**config.mk**
```make
export PLATFORM = sky130hd
export DESIGN_NAME = bfm_ram
export DESIGN_NICKNAME = d
export VERILOG_FILES = /design/src/hdl/bloom_filter_murmur2_defines.svh /design/src/hdl/bfm_ram.sv
export SDC_FILE = /design/constraint.sdc
export NUM_CORES = 1
export LEC_CHECK = 0
export BUFFER_PORTS_ARGS = -buffer_cell sky130_fd_sc_hd__buf_2
export CAP_MARGIN = 20
export CELL_PAD_IN_SITES_DETAIL_PLACEMENT = 0
export CELL_PAD_IN_SITES_GLOBAL_PLACEMENT = 1
export CORE_MARGIN = 10
export CORE_UTILIZATION = 45
export CTS_CLUSTER_SIZE = 8
export DETAILED_ROUTE_END_ITERATION = 6
export PLACE_DENSITY = 0.68
export SETUP_SLACK_MARGIN = 0.4
export SLEW_MARGIN = 5
export SYNTH_ARGS = -nofsm -noshare
export SYNTH_HDL_FRONTEND = slang
export SYNTH_SLANG_ARGS = --single-unit
```
**constraint.sdc**
```tcl
create_clock -name clk -period 6.07 [get_ports clk]
set_input_delay 0.3035 -clock clk [delete_from_list [all_inputs] [get_ports clk]]
set_output_delay 0.3035 -clock clk [all_outputs]
set_load 0.02 [all_outputs]
```
**src/hdl/bloom_filter_murmur2_defines.svh**
```systemverilog
// assertion macros for the bloom filter rtl, used by bfm_front
`ifndef BLOOM_FILTER_MURMUR2_DEFINES_SVH
`define BLOOM_FILTER_MURMUR2_DEFINES_SVH

// same-cycle implication, checked on every clock edge out of reset
`define BFM_ASSERT_NOW(lbl, pre, post) \
	lbl: assert property (@(posedge clk) disable iff (!arst_n) (pre) |-> (post)) \
		else $error("bloom filter check failed");

// next-cycle implication
`define BFM_ASSERT_NEXT(lbl, pre, post) \
	lbl: assert property (@(posedge clk) disable iff (!arst_n) (pre) |=> (post)) \
		else $error("bloom filter check failed");

`endif

```
**src/hdl/bfm_ram.sv**
```systemverilog
module bfm_ram #(
	parameter int WIDTH = 8,
	parameter int DEPTH = 128
) (
	input  logic                     clk,
	input  logic                     we,
	input  logic [$clog2(DEPTH)-1:0] waddr,
	input  logic [WIDTH-1:0]         wdata,
	input  logic                     re,
	input  logic [$clog2(DEPTH)-1:0] raddr,
	output logic [WIDTH-1:0]         rdata
);

	logic [WIDTH-1:0] mem_q [DEPTH];

	always_ff @(posedge clk) begin
		if (we) begin
			mem_q[waddr] <= wdata;
		end
		if (re) begin
			rdata <= mem_q[raddr];
		end
	end

endmodule

```
======== Word-level counts from Yosys, hierarchy flattened ========
Memory sizes are Yosys's and may differ from the RTL's. A register that Yosys moved wholly into a read port is not among the register bits.
Cells that the tools add are included.
W data, S select, Z words.
cells by class
  add/sub/neg operators ................... 0
  multiply operators ...................... 0
  divide/modulo/power cells ............... 0
  magnitude comparators ................... 0
  equal/unequal tests ..................... 0
  shifts and indexed selects .............. 0
  mux-type cells .......................... 2
  bitwise operators ....................... 0
  reduce and logical (&&, ||, !) cells .... 0
operators with widths
  cell     number
  $mux W1  2
word-level totals
  register bits after elaboration ......... 0
  latch bits .............................. 0
  RAM bits ................................ 1,024
  ROM bits ................................ 0
  input port bits ......................... 25
  word-level logic and storage cells ...... 3
  memories ................................ 1
memories
  name   depth  bits a word  read ports  clocked after Yosys merged registers in  write ports  line           text
  mem_q  128    8            1           1                                        1            bfm_ram.sv:14  logic [WIDTH-1:0] mem_q [DEPTH];

======== Logic depth before layout (Yosys ltp) ========
  word-level depth ........................ 2
  gate-level depth with buffers ........... 7
  gate-level depth less buffers ........... 4

======== Least setup slack after synthesis ========
Ideal clock, no wire load.
  path kind ............................... input to register
  start point ............................. input port raddr[0]
  end point ............................... register rdata[0] (read register of mem_q), data pin
  setup time .............................. 260 ps
  arrival ................................. 2,687 ps
  required time ........................... 5,810 ps
  slack ................................... 3,123 ps
  cell stages on the path ................. 6
  cell sequence ........................... clkbuf_1 buf_1 mux4_2 mux4_2 mux4_2 mux2_2
RTL lines
  item         line           text
  from (decl)  bfm_ram.sv:10  input logic [$clog2(DEPTH)-1:0] raddr,
  to (decl)    bfm_ram.sv:11  output logic [WIDTH-1:0] rdata

==> flow_summary_export.csv <==
group,metric,value,unit
worst_setup_path,timing.critical_path.cells,"buf_8 > buf_12 > mux4_2 > mux4_2 > mux4_2 > mux2_2",
timing,rsz0062_at_grt,"no",
global_routing,grt_pass1_vias,18300,
die,die-height,317,microns
global_routing,grt_overflow,0,
timing,max_slew.worst_pin.slew,1.11,ns
finish,numnets_final,1784,
global_routing,grt_max_degree,112,
power_and_ir_drop,share_of_total_power_in_sequential_cells,50.1,%
worst_setup_path,worst_ep_arrival_time,3.45,ns
worst_setup_path,timing.critical_path.fanout_max,60,
power_and_ir_drop,p_leak,13.9,nW
global_routing,grtUsageMet2,28.3,%
drt,drt_wl_total,89400,microns
logic_synthesis,postSynthCellCount,1635,
drt,detail_route.first_pass.iterations,5,
die,num_rows,108,
placed_design,numPortBuffers,32,
timing,worst_clock_skew,0.0287,ns
drt,routed_via_density,5.96,
logic_synthesis,synthDominantCellAreaShare,78.0,%
global_routing,grt_util_all_layers,18.1,%
timing,max_clock_freq,336,MHz
status,run_status,"finished, final reports clean",
timing,finalMaxSlewViolations,0,
placed_design,gpl.final_weighted_congestion,0.763,
die,floorplan_die_area,101000,sq um
drt,dr_total_vias,17400,
cts,htreeDepth,4,
worst_setup_path,worst-endpoint-required,6.55,ns
worst_setup_path,worst_path_most_repeated_cell,"mux4_2",
drt,ant_nets,0,
logic_synthesis,average_footprint_of_a_synthesized_cell,24.3,sq um
finish,synthToLayoutAreaGrowth,14.2,%
cts,clkTransAtPathRegs,0.05,ns
cts,clock_tree.root_cell,"clkbuf_16",
logic_synthesis,yosysWarningCount,0,
worst_setup_path,path_type_of_the_worst_setup_path,"input port to flip-flop",
timing,timing_hold_violations_final,0,
power_and_ir_drop,power_frac_comb,4.5,%
global_routing,grt_util_met1,25.2,%
power_and_ir_drop,power.net_switching,3.33,mW
timing,timing.final.crit_share,49.0,%
timing,setup_viol,0,
cts,cts_tree,"built",
logic_synthesis,yosys-top-cells-area,"edfxtp_1 78%, mux4_2 19%, nor2_1 1.2%",
worst_setup_path,timing.critical_path.slowest_cell_delay,0.63,ns
timing,relSlewSlack,25.5,%
logic_synthesis,post_synth_num_cell_types,16,
die,fp.coreArea,87200,sq um
placed_design,dp_cells,2760,
timing,finalCriticalPeriod,2.98,ns
power_and_ir_drop,power.share.clock,45.4,%
worst_setup_path,crit_path_start_kind,"input port",
cts,clk_latency,0.73,ns
min_path,hold_path.class,"input port to flip-flop",
die,initial_core_util,45.6,%
worst_setup_path,cpMaxStageDelayCell,"mux4_2",
power_and_ir_drop,power_density,348,nW/um^2
global_routing,busiest_layer,"met2",
logic_synthesis,netlist.top_cell.by_area,"edfxtp_1",
logic_synthesis,postSynthNetCount,1660,
die,die_width,317,microns
logic_synthesis,ys_seq_area_share,78.0,%
die,top_level_port_count,33,
timing,timing.setup.tns,0,ns
drt,drt-wirelength-per-cell,30.5,microns
cts,clkSinkCount,1032,
cts,cts-buffers-inserted,146,
cts,cts-root-to-sink-buffers,3,
worst_setup_path,critPathTopFamily,"multiplexers",
drt,detailedRoute.firstIterationViolations,1700,
power_and_ir_drop,intPower,12.5,mW
drt,post-route-drc-count,0,
logic_synthesis,synth_seq_cells,1032,
logic_synthesis,post_synth_instance_area,39700,sq um
job,timing.max_cap.violations,0,
global_routing,grt_first_pass_wirelength,130000,microns
global_routing,grt_use_met3,4.53,%
global_routing,grt_antenna_before_repair,4,
cts,post-cts-setup-buffers,0,
worst_setup_path,worst-path-buf-inv,2,
finish,final_layout_size_suffix_gt1_share,32.4,%
power_and_ir_drop,netSwitchingFraction,21.1,%
finish,stdcell_count,2929,
finish,fillCellCount,6550,
power_and_ir_drop,power.ir.vdd_worst,0.235,mV
placed_design,dp.final_hpwl,53000,microns
worst_setup_path,endpoint_kind,"flip-flop",
==> path summary, 6_finish.rpt <==
| kind | slack, ns | from | depth (start not counted) | to |
|---|---|---|---|---|
| worst max-delay path | 3.09 | raddr[0] | 6 | rdata[4] |
| worst min register to register | 1.21 | mem_q[61][0] | 4 | rdata[0] |
| worst max register to register | 3.50 | mem_q[12][4] | 4 | rdata[4] |
| worst min-delay path | 0.03 | wdata[2] | 1 | mem_q[107][2] |
==> per-stage QoR <==
step | util [%] | hold WS, ns | power (mW) | instance area, sq um | setup WS [ns]
finish | 52.1 | 0.0340 | 15.8 | 45400 | 3.09
global route | 52.1 | 0.0187 | 16.3 | 45400 | 2.94
CTS | 52.0 | 0.00407 | 15.9 | 45300 | 3.07
detailed placement | 47.4 | 0.701 | 8.76 | 41300 | 2.29
global placement | 47.4 | 0.690 | 8.75 | 41300 | 2.29
floorplan | - | 0.402 | 8.44 | 39700 | 3.12
==> cells in the mapped netlist <==
master / instances
buf_1: 18
buf_2: 15
buf_4: 11
buf_6: 1
clkbuf_1: 44
edfxtp_1: 1032
mux2_2: 8
mux4_2: 336
nand2_1: 14
nand2b_1: 2
nand3_1: 12
nand4_1: 3
nor2_1: 122
nor2b_1: 7
nor3_1: 9
or3_1: 1
==> placed cells by master (no fill, tap or decap), drive strengths merged <==
cell type and n:
edfxtp 1032, mux4 336, clkbuf 146, nor2 122
buf 62, nand2 14, nand3 12, clkinv 11
nor3 9, mux2 8, nor2b 7, inv 4
nand4 3, dlygate4sd3 3, diode 2, nand2b 2
or3 1
==> power groups by stage <==
stage | clock [mW] | combinational, mW | sequential, mW
floorplan | 0 | 0.398 | 8.04
CTS | 7.30 | 0.724 | 7.91
global route | 7.59 | 0.758 | 7.90
finish | 7.17 | 0.714 | 7.91
detailed placement | 0 | 0.720 | 8.04
global placement | 0 | 0.709 | 8.04
==> cells by family after synthesis <==
logic type	share of synthesized area (%)
buffers and inverters	1.01
DFF	78.0
muxes	19.3
and+or+nand+nor	1.75
==> final cells by class <==
| class | count | area [sq um] | share of cell area, % |
|---|---|---|---|
| Clock inverter | 15 | 344 | 0.758 |
| Clock buffer | 146 | 3650 | 8.05 |
| Timing Repair Buffer | 65 | 563 | 1.24 |
| Multi-Input combinational cell | 514 | 8390 | 18.5 |
| Sequential cell | 1032 | 31000 | 68.3 |
| Tap cell | 1155 | 1450 | 3.18 |
| Antenna cell | 2 | 5.00 | 0.0110 |
==> state kept, by name (all words and copies together), names as in the netlist <==
register	flops
mem_q	1024
rdata	8
==> what timing repair did <==
action | in CTS | in global routing
hold buffers | 3 | 0
hold endpoints to repair | 27 | 0
resized for setup | 0 | 0
==> per-layer routing <==
| layer | part of all wire [%] | wire, microns | vias up |
|---|---|---|---|
| li1 | - | - | 7229 |
| met4 | 2.3 | 2030 | 2 |
| met1 | 41 | 37000 | 9435 |
| met5 | 0.015 | 13 | - |
| met2 | 49 | 43600 | 652 |
| met3 | 7.6 | 6790 | 128 |
Power figures use the tool's default switching activity.
