File: config.mk
export PLATFORM = sky130hd
export DESIGN_NAME = bfm_front
export DESIGN_NICKNAME = d
export VERILOG_FILES = /design/src/hdl/bfm_pkg.sv /design/src/hdl/bfm_front.sv
export VERILOG_INCLUDE_DIRS = /design/src /design/src/hdl
export SDC_FILE = /design/constraint.sdc
export NUM_CORES = 1
export LEC_CHECK = 0
export ABC_AREA = 1
export BUFFER_PORTS_ARGS = -buffer_cell sky130_fd_sc_hd__buf_2
export CORE_UTILIZATION = 39
export DETAILED_ROUTE_END_ITERATION = 16
export HOLD_SLACK_MARGIN = 0.1
export PLACE_DENSITY = 0.85
export SLEW_MARGIN = 25
export SYNTH_ARGS = -nofsm -noshare
export SYNTH_HDL_FRONTEND = slang
export SYNTH_SLANG_ARGS = --single-unit
File: constraint.sdc
create_clock -name clk -period 1.5 [get_ports clk]
set_input_delay 0.075 -clock clk [delete_from_list [all_inputs] [get_ports clk]]
set_output_delay 0.075 -clock clk [all_outputs]
set_load 0.1 [all_outputs]
File: src/hdl/bloom_filter_murmur2_defines.svh
// assertion macros for the bloom filter rtl, used by bfm_front
`ifndef BLOOM_FILTER_MURMUR2_DEFINES_SVH
`define BLOOM_FILTER_MURMUR2_DEFINES_SVH

// same-cycle implication, checked on every clock edge out of reset
`define BFM_ASSERT_NOW(lbl, pre, post) \
	lbl: assert property (@(posedge clk) disable iff (!arst_n) (pre) |-> (post)) \
		else $error("bloom filter check failed");

// next-cycle implication
`define BFM_ASSERT_NEXT(lbl, pre, post) \
	lbl: assert property (@(posedge clk) disable iff (!arst_n) (pre) |=> (post)) \
		else $error("bloom filter check failed");

`endif

File: src/hdl/bfm_pkg.sv
package bfm_pkg;

	// operation codes of the mode and op_done fields
	typedef enum logic [1:0] {
		OP_INSERT = 2'd0,
		OP_QUERY  = 2'd1,
		OP_CLEAR  = 2'd2,
		OP_NONE   = 2'd3
	} op_t;

	// murmur2 constants
	localparam logic [31:0] MUR_M      = 32'h5bd1e995;
	localparam logic [31:0] SEED_RESET = 32'h52ed88ff;

	// job length field covers the largest word buffer
	localparam int LEN_W = 11;

	// register map
	localparam logic [1:0] REG_SEED_ADDR = 2'd0;

	// job handed from the front to the back
	typedef struct packed {
		op_t              op;
		logic [LEN_W-1:0] len;
		logic             trunc;
		logic             bank;
	} job_t;

	// back-to-front status
	typedef struct packed {
		logic init_busy;
		logic word_done;
	} back_status_t;

endpackage

File: src/hdl/bfm_front.sv
`include "bloom_filter_murmur2_defines.svh"

module bfm_front #(
	parameter int MAX_WORD_LEN = 64
) (
	input  logic                          clk,
	input  logic                          arst_n,
	input  logic                          in_valid,
	output logic                          in_stall,
	input  logic [1:0]                    mode,
	input  logic [7:0]                    data_byte,
	input  logic                          last,
	input  bfm_pkg::back_status_t         status,
	input  logic                          q_full,
	output logic                          q_push,
	output bfm_pkg::job_t                 q_din,
	output logic                          buf_we,
	output logic [$clog2(MAX_WORD_LEN):0] buf_waddr,
	output logic [7:0]                    buf_wdata
);

	localparam int BW = $clog2(MAX_WORD_LEN);
	localparam int LW = $clog2(MAX_WORD_LEN + 1);

	logic [LW-1:0] len_q;
	logic          ovf_q;
	logic          bank_q;
	logic [1:0]    word_jobs_q;

	logic          acc;
	logic          is_word;
	logic          is_clear;
	logic          has_room;
	logic [LW-1:0] new_len;
	logic          new_ovf;
	logic          job_inc;

	assign is_word  = (mode == bfm_pkg::OP_INSERT) || (mode == bfm_pkg::OP_QUERY);
	assign is_clear = (mode == bfm_pkg::OP_CLEAR);
	// a word needs a free buffer bank, every job needs a queue slot
	assign in_stall = status.init_busy || ((is_word || is_clear) && q_full)
		|| (is_word && word_jobs_q == 2'd2);
	assign acc      = in_valid && !in_stall;

	assign has_room = (len_q < LW'(MAX_WORD_LEN));
	assign new_len  = has_room ? len_q + LW'(1) : len_q;
	assign new_ovf  = ovf_q || !has_room;

	assign buf_we    = acc && is_word && has_room;
	assign buf_waddr = {bank_q, len_q[BW-1:0]};
	assign buf_wdata = data_byte;

	assign job_inc = acc && is_word && last;
	assign q_push  = job_inc || (acc && is_clear);

	always_comb begin
		q_din.op    = bfm_pkg::op_t'(mode);
		q_din.len   = is_word ? bfm_pkg::LEN_W'(new_len) : '0;
		q_din.trunc = is_word && new_ovf;
		q_din.bank  = bank_q;
	end

	always_ff @(posedge clk or negedge arst_n) begin
		if (!arst_n) begin
			len_q       <= '0;
			ovf_q       <= 1'b0;
			bank_q      <= 1'b0;
			word_jobs_q <= 2'd0;
		end else begin
			if (acc && is_clear) begin
				len_q <= '0;
				ovf_q <= 1'b0;
			end else if (acc && is_word) begin
				if (last) begin
					len_q  <= '0;
					ovf_q  <= 1'b0;
					bank_q <= ~bank_q;
				end else begin
					len_q <= new_len;
					ovf_q <= new_ovf;
				end
			end
			case ({job_inc, status.word_done})
				2'b10:   word_jobs_q <= word_jobs_q + 2'd1;
				2'b01:   word_jobs_q <= word_jobs_q - 2'd1;
				default: word_jobs_q <= word_jobs_q;
			endcase
		end
	end

	`BFM_ASSERT_NOW(a_jobs_bound, 1'b1, word_jobs_q != 2'd3)
	`BFM_ASSERT_NOW(a_no_push_full, q_push, !q_full)
	`BFM_ASSERT_NOW(a_no_accept_init, status.init_busy, !acc)

endmodule

# Yosys cells after proc, flatten, opt, wreduce, memory -nomap -nowiden
# Index checks and enable logic that the tools add are counted.
# Widths: inputs -> output; s select.
[totals]
in_bits = 17
register_bits = 11
[classes]
n_bitwise = 2
addsub = 3
n_mux = 9
magnitude_cmp = 1
n_eq_ne = 5
reduce_logical = 20
[op_table]
columns = ["operator", "n"]
rows = [
  ["$mux 7", 5],
  ["$logic_and 1x1->1", 8],
  ["$add 7x1->7 const B", 1],
  ["$lt 7x7->1 const B", 1],
  ["$eq 2x2->1 const B", 3],
  ["$logic_or 1x1->1", 6],
  ["$eq 2x1->1 const B", 2],
  ["$pmux 2 s2", 1],
  ["$reduce_bool 2->1", 2],
  ["$mux 1", 3],
  ["$reduce_and 3->1", 1],
  ["$add 2x1->2 const B", 1],
  ["$logic_not 1->1", 2],
  ["$logic_not 2->1", 1],
  ["$not 1->1", 2],
  ["$sub 2x1->2 const B", 1],
]

# Logic depth before layout (Yosys ltp)
[depth]
word_depth = 12
ltp_mapped = 9
ltp_nobuf = 9

# Worst setup path before layout
# OpenSTA, ideal clock, no wires.
[synth_path]
path_kind = "register to output"
start = "register word_jobs_q[1]"
end = "output port buf_we"
setup_slack_ns = -1.304
path_stages_with_launch = 6
arrival_time_ns = 2.729
n_path_buf = 0
path_cell_list = "dfrtp_1 -> nand2_1 -> nor2_1 -> nor2_4 -> nand2_1 -> nor3_1"
[synth_via]
elab_chain_cells = 7
[synth_rtl]
columns = ["item", "line", "source"]
rows = [
  ["from (decl)", "bfm_front.sv:28", "logic [1:0] word_jobs_q;"],
  ["from (signal assigned)", "bfm_front.sv:84", "2'b10: word_jobs_q <= word_jobs_q + 2'd1;"],
  ["from (signal assigned)", "bfm_front.sv:85", "2'b01: word_jobs_q <= word_jobs_q - 2'd1;"],
  ["from (signal assigned)", "bfm_front.sv:86", "default: word_jobs_q <= word_jobs_q;"],
  ["$eq 2x2->1", "bfm_front.sv:42", "|| (is_word && word_jobs_q == 2'd2);"],
  ["$logic_and 1x1->1", "bfm_front.sv:42", ""],
  ["$logic_or 1x1->1", "bfm_front.sv:42", ""],
  ["$logic_not 1->1", "bfm_front.sv:43", "assign acc = in_valid && !in_stall;"],
  ["$logic_and 1x1->1", "bfm_front.sv:43", ""],
  ["$logic_and 1x1->1 (2 in series)", "bfm_front.sv:49", "assign buf_we = acc && is_word && has_room;"],
  ["to (decl)", "bfm_front.sv:17", "output logic buf_we,"],
]
# No other way between the ends.

==> impl_metrics.tcl <==
set metrics [dict create \
    wirelength_mm 2.286 \
    dpl.hpwl_mm 1.706 \
    min_period_ns 1.528 \
    rows 16 \
    worst_setup_path_start_kind "register" \
    die_x_um 49.76 \
    cts.path.max_buffers 2 \
    violations "setup timing" \
    grt_pass1_vias 850 \
    coreArea_um2 2062 \
    routed.top_layer "met4" \
    htree_levels 1 \
    synth_compound_area_frac 0.06048 \
    hold_viol_final 0 \
    min_path_type "in2out" \
    p_leak_nw 0.6721 \
    async_reset_ff_frac 1.000 \
    worstPathRequired_ns 1.42 \
    synthSimpleGateAreaFrac 0.3165 \
    ant_nets 0 \
    initial_core_util 0.4314 \
    ys_seq_area_frac 0.3094 \
    portBuffers 29 \
    drv_slew 0 \
    whs_ns 0.1500 \
    met2WireLength_mm 1.254 \
    synth_top_family_by_area "simple AND/OR/NAND/NOR gates" \
    boundaryPins 50 \
    yosys.area.top_type_share 0.3094 \
    nets 178 \
    vias_per_cell 4.773 \
    crit_type "reg2out" \
    cts_buffers 3 \
    synth_area_um2 889.6 \
    crit_path_top_delay_cell "dfrtp_2" \
    grt-ovfl-total 0 \
    fin_crit_sh 1.018 \
    routed-wl-met3_um 117 \
    gp_congestion 0.8177 \
    synth_xor_area_frac 0.01969 \
    drv_cap 0 \
    path_cells "ha_4, nand3_2, nor2_2, nor2_1, nor2_4, buf_12" \
    critical-path-top-delay-family "flip-flops" \
    route.detailed.drc 0 \
    clk_latency_ns 0.27 \
    synth_warnings 0 \
    fp.dieH_um 49.76 \
    vias 883 \
    cts_root_buf "clkbuf_4" \
    crit_arrival_ns 1.45 \
    end_kind "primary output" \
    layout-drive-gt1-share 0.5506 \
    dr.pass1.iters 4 \
    grt_pass1_wl_mm 3.629 \
    slowest_delay_ns 0.43 \
    drt_iter0_drc 14 \
    worst-path-buf-inv 1 \
    ys_types 21 \
    ir_worst_vdd_uv 1465 \
    muxShareOfSynthArea 0 \
    wirelength_met1_um 883 \
    area_growth_pct 57.24 \
    synth_seq_cells 11 \
    cts_tree "built" \
    syn_area_per_cell_um2 6.843 \
    synth_fa_ha_area_frac 0.02813 \
    fmax_mhz 654.7 \
    run_status "finished with violations" \
    final.setup_skew_ns 0.002248 \
    synth_area_leader_cell "dfrtp_1" \
    fin_ws_ns -0.02752 \
    grt_setup_unrepaired "yes" \
    clk_pin_slew_ns 0.07 \
    p_per_area_nw_per_um2 1194 \
    synth_edf_count 0 \
    die_area_um2 2476 \
    final-setup-viol-count 2 \
    preCtsSetupSlack_ns -0.04388 \
    critPathMaxFanout 5 \
    grt_max_degree 12 \
    grtUsageTotal 0.1953 \
    nFillCells 170 \
    routedWlPerCell_um 12.36 \
    synth_ff_type "dfrtp_1" \
    yosys-top-cells-area "dfrtp_1, buf_4, nand2_1, nor2_1, inv_1" \
    antenna_found_initial 0 \
    diodes 0 \
    cts.sinks 11 \
    netlist_instances 130 \
]
[per-layer routing]
layer / vias up / global-route usage
met5: - / 0
met4: 0 / 0.1000
met3: 6 / 0.03395
met2: 32 / 0.3581
met1: 414 / 0.2110
li1: 431 / -
[state kept, by name, summed over array words and instances, names as in the netlist]
signal and flops:
ovf_q 1, bank_q 1, len_q 7, word_jobs_q 2
[path summary, 6_finish.rpt]
kind | startpoint | endpoint | slack [ns] | cells past startpoint
setup / recovery | len_q[1] | q_din[6] | -0.03 | 6
hold / removal | data_byte[0] | buf_wdata[0] | 0.15 | 0
setup reg to reg | word_jobs_q[1] | word_jobs_q[1] | 0 | 8
hold reg to reg | ovf_q | ovf_q | 0.51 | 2
max in group asynchronous | arst_n | len_q[3] | 1.05 | 2
min in group asynchronous | arst_n | len_q[0] | 0.22 | 2
[power breakdown]
part / internal [W] / switching, W
Clock: 0.000103 / 0.000100
Sequential: 0.000355 / 0.0000569
Combinational: 0.000318 / 0.000738
[cell usage in the layout, fill, tap and decap left out, types with 2 or more instances in the layout]
cell            n
a21oi_4         2
buf_12         11
buf_2          18
buf_4          12
buf_6           2
clkbuf_4        3
conb_1          4
dfrtp_1         6
dfrtp_2         5
dlygate4sd3_1   2
inv_1           9
inv_2           3
nand2_1        32
nand2_2         5
nand2_4         2
nand3_2         5
nand4_1         2
nor2_1          6
nor2_2          4
nor2_4          6
o21ai_1         6
[cells in the mapped netlist, types with 3 or more instances]
master,count
buf_4,22
dfrtp_1,11
inv_1,14
nand2_1,38
nand3_1,4
nor2_1,15
o21ai_0,4
o21ai_1,3
[cell families (layout without fill, tap and decap cells)]
kind of cell | after synthesis | count (layout)
buffers and inverters | 39 | 64
other | 1 | 4
AO/OA/AOI/OAI | 10 | 10
XOR/XNOR | 2 | 2
adder cells (fa/ha/maj) | 2 | 2
flip-flops | 11 | 11
AND/OR/NAND/NOR | 65 | 65
[stage by stage]
stage	std cells	area [um2]	setup TNS, ns	total power, W	utilization
2_1_floorplan	133	1023	-0.1503	0.001291	-
3_3_place_gp	172	1239	0	0.001362	0.6007
3_5_place_dp	172	1239	-0.04388	0.001385	0.6007
4_1_cts	182	1353	-0.07065	0.001638	0.6559
5_1_grt	185	1399	-0.6041	0.001752	0.6784
6_report	185	1399	-0.03968	0.001671	0.6784
[cell type report]
type                            count  area [um2]  area share
Timing Repair Buffer               45       442.9      0.3166
Inverter                           15       63.81     0.04562
Sequential cell                    11       281.5      0.2013
Clock buffer                        4       26.28     0.01878
Multi-Input combinational cell     83       550.5      0.3936
Tap cell                           27       33.78     0.02415
[what timing repair did]
| action | CTS | global route |
|---|---|---|
| pin swaps | 3 | 7 |
| setup endpoints to repair | 9 | 10 |
| buffers inserted | 4 | 4 |
| gates resized for setup | 14 | 9 |
| cloned | 0 | 0 |
| hold endpoints to repair | 12 | 0 |
| hold buffers | 2 | 0 |
(Power assumes the default switching activity.)
