## src/hdl/bloom_filter_murmur2_defines.svh

```systemverilog
// assertion macros for the bloom filter rtl, used by bfm_front
`ifndef BLOOM_FILTER_MURMUR2_DEFINES_SVH
`define BLOOM_FILTER_MURMUR2_DEFINES_SVH

// same-cycle implication, checked on every clock edge out of reset
`define BFM_ASSERT_NOW(lbl, pre, post) \
	lbl: assert property (@(posedge clk) disable iff (!arst_n) (pre) |-> (post)) \
		else $error("bloom filter check failed");

// next-cycle implication
`define BFM_ASSERT_NEXT(lbl, pre, post) \
	lbl: assert property (@(posedge clk) disable iff (!arst_n) (pre) |=> (post)) \
		else $error("bloom filter check failed");

`endif

```

## src/hdl/bfm_pkg.sv

```systemverilog
package bfm_pkg;

	// operation codes of the mode and op_done fields
	typedef enum logic [1:0] {
		OP_INSERT = 2'd0,
		OP_QUERY  = 2'd1,
		OP_CLEAR  = 2'd2,
		OP_NONE   = 2'd3
	} op_t;

	// murmur2 constants
	localparam logic [31:0] MUR_M      = 32'h5bd1e995;
	localparam logic [31:0] SEED_RESET = 32'h52ed88ff;

	// job length field covers the largest word buffer
	localparam int LEN_W = 11;

	// register map
	localparam logic [1:0] REG_SEED_ADDR = 2'd0;

	// job handed from the front to the back
	typedef struct packed {
		op_t              op;
		logic [LEN_W-1:0] len;
		logic             trunc;
		logic             bank;
	} job_t;

	// back-to-front status
	typedef struct packed {
		logic init_busy;
		logic word_done;
	} back_status_t;

endpackage

```

## src/hdl/bfm_queue.sv

```systemverilog
module bfm_queue (
	input  logic          clk,
	input  logic          arst_n,
	input  logic          push,
	input  bfm_pkg::job_t din,
	input  logic          pop,
	output bfm_pkg::job_t dout,
	output logic          full,
	output logic          empty
);

	bfm_pkg::job_t ent_q [2];
	logic          rd_q;
	logic          wr_q;
	logic [1:0]    cnt_q;

	assign dout  = ent_q[rd_q];
	assign full  = (cnt_q == 2'd2);
	assign empty = (cnt_q == 2'd0);

	always_ff @(posedge clk) begin
		if (push) begin
			ent_q[wr_q] <= din;
		end
	end

	always_ff @(posedge clk or negedge arst_n) begin
		if (!arst_n) begin
			rd_q  <= 1'b0;
			wr_q  <= 1'b0;
			cnt_q <= 2'd0;
		end else begin
			if (push) begin
				wr_q <= ~wr_q;
			end
			if (pop) begin
				rd_q <= ~rd_q;
			end
			case ({push, pop})
				2'b10:   cnt_q <= cnt_q + 2'd1;
				2'b01:   cnt_q <= cnt_q - 2'd1;
				default: cnt_q <= cnt_q;
			endcase
		end
	end

endmodule

```

## config.mk

```make
export PLATFORM = sky130hd
export DESIGN_NAME = bfm_queue
export DESIGN_NICKNAME = d
export VERILOG_FILES = /design/src/hdl/bloom_filter_murmur2_defines.svh /design/src/hdl/bfm_pkg.sv /design/src/hdl/bfm_queue.sv
export SDC_FILE = /design/constraint.sdc
export NUM_CORES = 1
export LEC_CHECK = 0
export BUFFER_PORTS_ARGS = -buffer_cell sky130_fd_sc_hd__buf_4
export CORE_MARGIN = 4
export CORE_UTILIZATION = 50
export DETAILED_ROUTE_END_ITERATION = 16
export PLACE_DENSITY = 0.77
export RECOVER_POWER = 25
export SYNTH_ARGS = -nofsm -noshare
export SYNTH_HDL_FRONTEND = slang
export SYNTH_SLANG_ARGS = --single-unit
```

## constraint.sdc

```tcl
create_clock -name clk -period 1.6 [get_ports clk]
set_input_delay 0.08 -clock clk [delete_from_list [all_inputs] [get_ports clk]]
set_output_delay 0.08 -clock clk [all_outputs]
set_load 0.03 [all_outputs]
```

# Yosys cells after proc, flatten, opt, wreduce, memory -nomap -nowiden
# Memory sizes are Yosys's and may differ from the RTL's.
# Index checks and enable logic that the tools add are counted.
# totals
ramBits	30
ff_bits	4
inputBits	19
output_inout_bits	17
n_memories	1
word_cells	16
# memory_table
name	words	width	read_ports	rd_ports_with_merged_regs	wr	line_no	text
ent_q	2	15	1	0	1	bfm_queue.sv:12	bfm_pkg::job_t ent_q [2];
# op_classes
bitwise_logic	2
n_mux	3
n_eq_ne	3
n_addsub	2
n_reduce_logical	2
# ops
operator	n
2-bit == test (second input constant)	2
2-bit one-hot mux with 2 select lines	1
2-bit by 1-bit adder with 2-bit output (second input constant)	1
2-bit by 1-bit == test with 1-bit output (second input constant)	1
2-bit logical NOT	1
1-bit two-way mux	2
1-bit NOT	2
2-bit nonzero test	1
2-bit by 1-bit subtractor with 2-bit output (second input constant)	1

# Depth between registers and ports, before layout
# Gate-level depths: netlist of run 1.
# logic_depth
ltp_word	2
mapped_depth	5
mapped_depth_nobuf	5

# Least setup slack after synthesis of run 1
# OpenSTA, ideal clock, no wires.
# synth_path
path_type	reg2reg
startpoint	reg wr_q
endpoint	mem ent_q[0][0] (netlist bit) (enable)
setup_time_ps	386
path_stages_with_launch	2
arrival_ps	1042
synth_period_minus_slack_ps	1428
path_slack_ps	172
path_buffers	0
required_time_ps	1214
cell_sequence	dfrtp_1 nor2_1
# synth_rtl
element	line_no	text
from (decl)	bfm_queue.sv:14	logic wr_q;
from (signal assigned)	bfm_queue.sv:34	wr_q <= ~wr_q;
to (decl)	bfm_queue.sv:12	
# No word-level cell before the write port.

==> reports/metrics.yaml, run 1 <==
power_leakage_nw: 0.7627
pre_cts_slack_ns: 0.3523
syn2layout_area_growth_pct: 41.42
crit_path_top_delay_cell: "dfrtp_1"
clk_latency_ns: 0.32
grt_max_degree: 16
grt-ovfl-total: 0
drcViolationCount: 0
p_int_mw: 2.039
slew_headroom: 0.8149
core_area_um2: 2500
critical_path_buf_inv_count: 2
synth_nets: 83
drtAntennaViolNets: 0
grt_pass1_vias: 752
drive_gt1_frac: 0.4640
cp.required_ns: 1.52
rsz0062_at_grt: "false"
worstPathArrival_ns: 1.44
design_area_um2: 1867
wl_per_cell_um: 13.30
synth_area_leaders: "edfxtp_1, mux2_4, dfrtp_1, mux2_2, xor2_1"
cts_sinks: 34
synth-seq-area-share: 0.7583
clock_skew_ns: 0.004932
die_height_um: 59.38
post-route-min-period_ns: 1.522
power.switching_mw: 1.042
port_buffers: 35
grt_first_pass_wirelength_um: 3360
crit_family: "flip-flops"
slowest_delay_ns: 0.41
synthCells: 63
cp_max_fo: 15
io_pins: 36
mostFrequentLayoutCells: "edfxtp_1, buf_4, dlygate4sd3_1, clkbuf_4, mux2_4"
drv_cap: 0
critPathKind: "register to primary output"
timing.final.crit_share: 0.9514
max_freq_ghz: 0.6569
pwr-share-seq: 0.414
synth_cell_types: 13
crit_path_end_kind: "primary output"
setup_ws_ns: 0.07781
status: "finished clean"
layout_commonest_cell: "edfxtp_1"
n_antenna_cell: 0
finalSetupViolCount: 0
peakVddDrop_mv: 1.217
hold_viol: 0
final_nets: 145
drtIter0Drc: 8
slew_violations: 0
path_cells: "buf_8, mux2_2, buf_4"
cts_buffer_depth: 2
setup_tns_ns: 0
tritoncts: "done"
synth_top_area_share: 0.6825
p_clk_frac: 0.145
yosysTopAreaCell: "edfxtp_1"
cts-root-buf: "clkbuf_4"
first_pass_iters: 2
globalplace.congestion: 0.6608
drt-total-wl_um: 2061
num_rows: 18
synth-seq-cells: 34
clkTransAtPathRegs_ns: 0.09
worst_pin_slew_ns: 0.2776
p_per_area_nw_per_um2: 1650
antenna_found_initial: 0
die_area_um2: 3526
placedInstanceArea_um2: 1632
via_count: 724
yosys_warnings: 0
htreeDepth: 2
pwr-share-comb: 0.441
numCtsBuffers: 5
switching_share: 0.3382
hp-class: "primary input to async pin"
die_x_um: 59.38
synth_area_um2: 1320
viasPerCell: 4.671
grt_use_total: 0.1376
initial_core_util: 0.5280
critPathLaunchType: "register"
syn_avg_cell_area_um2: 20.95
routing by layer:
layer	track usage	vias up	share of wire	wire length, µm
met1	0.1516	343	0.39	806
li1	-	361	-	-
met5	0	-	0	0
met3	0.04575	5	0.038	79
met2	0.2262	15	0.55	1134
met4	0.08738	0	0.020	42
synthesized netlist by cell type (all sizes together):
cell / instances
edfxtp: 30
mux2: 15
dfrtp: 4
nor2: 3
xor2: 3
buf: 2
xnor2: 2
and2: 1
and2b: 1
ha: 1
inv: 1
cell families after synthesis:
group                    Yosys count  synth area share
XOR/XNOR                           5           0.03318
multiplexers                      15            0.1536
buffers and inverters              3           0.02654
adder cells (fa/ha/maj)            1          0.009477
flip-flops                        34            0.7583
AND/OR/NAND/NOR                    5           0.01896
flip-flops by register name (all words and copies together), names as in the netlist:
name,cells
ent_q,30
wr_q,1
cnt_q,2
rd_q,1
layout make-up:
class | count | area, µm²
well taps | 30 | 37.54
inverters | 1 | 3.754
multi-input cells | 26 | 284.0
clock buffers | 7 | 55.05
fillers | 147 | 633.1
flip-flops and latches | 34 | 1001
repair buffers | 57 | 485.5
worst paths after layout:
path / start / end / slack [ns] / depth (start not counted)
hold reg to reg: wr_q / wr_q / 0.49 / 1
hold / removal: arst_n / cnt_q[0] / 0.14 / 2
setup / recovery: rd_q / dout[10] / 0.08 / 3
min in group clk: wr_q / wr_q / 0.49 / 1
max in group asynchronous: arst_n / cnt_q[1] / 1.25 / 2
setup reg to reg: wr_q / ent_q[1][7] / 0.46 / 2
repair_timing:
item                                    CTS  global route
hold buffers                             18             0
hold endpoints to repair                 36             0
pin swaps                                 0             0
buffers inserted                          0             0
endpoints found under the setup margin    6             2
gates resized for setup                   1             1
power groups by stage:
stage | sequential, mW | clock (mW) | combinational (mW)
after CTS | 1.28 | 0.467 | 1.37
after detailed placement | 1.29 | 0 | 1.32
final | 1.28 | 0.447 | 1.36
after floorplan | 1.27 | 0 | 0.960
after global placement | 1.28 | 0 | 1.31
after global routing | 1.30 | 0.508 | 1.44
per-stage QoR:
step                power, mW  std cells    util  hold slack [ns]
CTS                     3.115        155  0.7482          0.06122
detailed placement      2.618        130  0.6527          -0.1175
finish                  3.081        155  0.7467           0.1433
global placement        2.594        130  0.6527          -0.1221
floorplan               2.229         63       -          -0.2156
global route            3.239        155  0.7467           0.1397
Power figures use the tool's default switching activity.
==> run 2: changes to the inputs <==
ABC_AREA = 1   (was default)
==> reports/metrics.yaml, run 2 <==
status: "finished clean"
cts-root-buf: "clkbuf_4"
setup_ws_ns: 0.1709
port_buffers: 35
wl_per_cell_um: 12.21
final_util: 0.7357
slowest_delay_ns: 0.42
grt_max_degree: 31
mostFrequentLayoutCells: "edfxtp_1, buf_4, inv_1, nand2_1, dlygate4sd3_1"
cts-resized-gates: 0
globalplace.congestion: 0.6836
max_freq_ghz: 0.6998
async_flop_share: 0.1176
antenna_found_initial: 0
cp.required_ns: 1.52
finalPower_mw: 3.008
synth_most_common_cell: "edfxtp_1"
crit_path_end_kind: "primary output"
crit_start: "rd_q"
final_nets: 183
worstPathArrival_ns: 1.35
hold_viol: 0
yosys_warnings: 0
numCtsBuffers: 5
crit_path_top_delay_cell: "dfrtp_1"
drt-total-wl_um: 2368
drive_gt1_frac: 0.2500
design_area_um2: 1839
worst_pin_slew_ns: 0.3586
largest_reg_flops: 30
slew_headroom: 0.7601
hp-class: "primary input to async pin"
top_register: "ent_q"
synth_nets: 122
clock_skew_ns: 0.004743
synth_edf_count: 30
synth_area_leaders: "edfxtp_1, dfrtp_1, inv_1, nand2_1, o21ai_0"
via_count: 889
post-route-min-period_ns: 1.429
io_pins: 36
pre_cts_slack_ns: 0.3420
die_height_um: 59.21
synthCells: 102
critPathLaunchType: "register"
placedInstanceArea_um2: 1622
grt_first_pass_wirelength_um: 4036
ys_top_cells_by_count: "edfxtp_1, inv_1, nand2_1"
setup_tns_ns: 0
critPathKind: "register to primary output"
place_hpwl_um: 1750
cts_buffer_depth: 2
layout_commonest_cell: "edfxtp_1"
first_pass_iters: 4
syn_avg_cell_area_um2: 12.86
die_area_um2: 3506
clk_latency_ns: 0.32
grt-ovfl-total: 0
drv_cap: 0
synth-main-ff-cell: "edfxtp_1"
reg_top3: "ent_q: 30 flops, cnt_q: 2 flops"
synth_area_um2: 1311
drtIter0Drc: 25
power_leakage_nw: 0.8147
syn2layout_area_growth_pct: 40.27
r2r-start: "wr_q"
clkTransAtPathRegs_ns: 0.09
n_antenna_cell: 0
core_area_um2: 2500
grt_pass1_vias: 950
finalSetupViolCount: 0
cp_max_fo: 30
slew_violations: 0
timing.final.crit_share: 0.8932
crit_path_frequent_cell: "buf_4"
rsz0062_at_grt: "false"
yosysTopAreaCell: "edfxtp_1"
viasPerCell: 4.582
grt_use_total: 0.1635
path_cells: "buf_4, o21ai_0, buf_4"
initial_core_util: 0.5245
synth_cell_types: 13
die_x_um: 59.21
htreeDepth: 2
synth_top_area_share: 0.6870
cts_sinks: 34
peakVddDrop_mv: 1.081
p_per_area_nw_per_um2: 1635
drtAntennaViolNets: 0
tritoncts: "done"
synth-seq-cells: 34
synth-seq-area-share: 0.7634
num_rows: 18
drcViolationCount: 0
## run 2: cell count changes after synthesis, sizes merged, moves of 15 or more
cell,change
mux2,-15
inv,+20
o21ai,+15
nand2,+20
## run 2: stage by stage
| stage | hold WS (ns) | instances |
|---|---|---|
| floorplan | -0.2156 | 102 |
| global placement | -0.1210 | 168 |
| detailed placement | -0.1201 | 168 |
| CTS | 0.06670 | 194 |
| global route | 0.1286 | 194 |
| finish | 0.1206 | 194 |
## run 2: final timing paths
path	end	slack [ns]	cells after the start
hold reg to reg	rd_q	0.51	1
min in group clk	ent_q[0][1]	0.48	2
setup / recovery	dout[13]	0.17	3
setup reg to reg	ent_q[0][0]	0.34	2
hold / removal	wr_q	0.12	2
max in group asynchronous	cnt_q[0]	1.29	2
## run 2: where the power goes
part / leakage, nW / total (mW) / switching [mW] / internal [mW]
Combinational: 0.458 / 1.33 / 0.854 / 0.477
Clock: 0.0277 / 0.402 / 0.246 / 0.156
Sequential: 0.329 / 1.27 / 0.0852 / 1.19
## run 2: routing by layer
metal | up-vias | share of wire | global-route usage
met5 | - | 0 | 0
met4 | 0 | 0.019 | 0.06796
met3 | 5 | 0.062 | 0.05882
met2 | 25 | 0.56 | 0.3183
met1 | 402 | 0.35 | 0.1470
li1 | 457 | - | -
## run 2: area by class of cell
cell class              count  area (µm²)
clock buffers               5       37.54
clock inverters             3       11.26
fillers                   191       660.6
inverters                  21       78.83
multi-input cells          44       211.5
flip-flops and latches     34        1001
well taps                  30       37.54
repair buffers             57       461.7
## run 2: logic make-up after synthesis
kind of cell	count (synthesis)	synth area share
xor+xnor	3	0.02004
buf+inv	24	0.07538
compound gates	15	0.05725
fa+ha+maj	1	0.009540
flops	34	0.7634
simple gates	25	0.07442
## run 2: timing repair
action                                 4_1_cts  5_1_grt
setup buffers                                0        0
endpoints found under the hold margin       36        0
hold buffers                                18        0
## run 2: critical path, delay by kind of cell, from the launching register on
| kind | cells | cell delay [ns] |
|---|---|---|
| compound gates | 1 | 0.19 |
| flops | 1 | 0.42 |
| buf+inv | 2 | 0.42 |
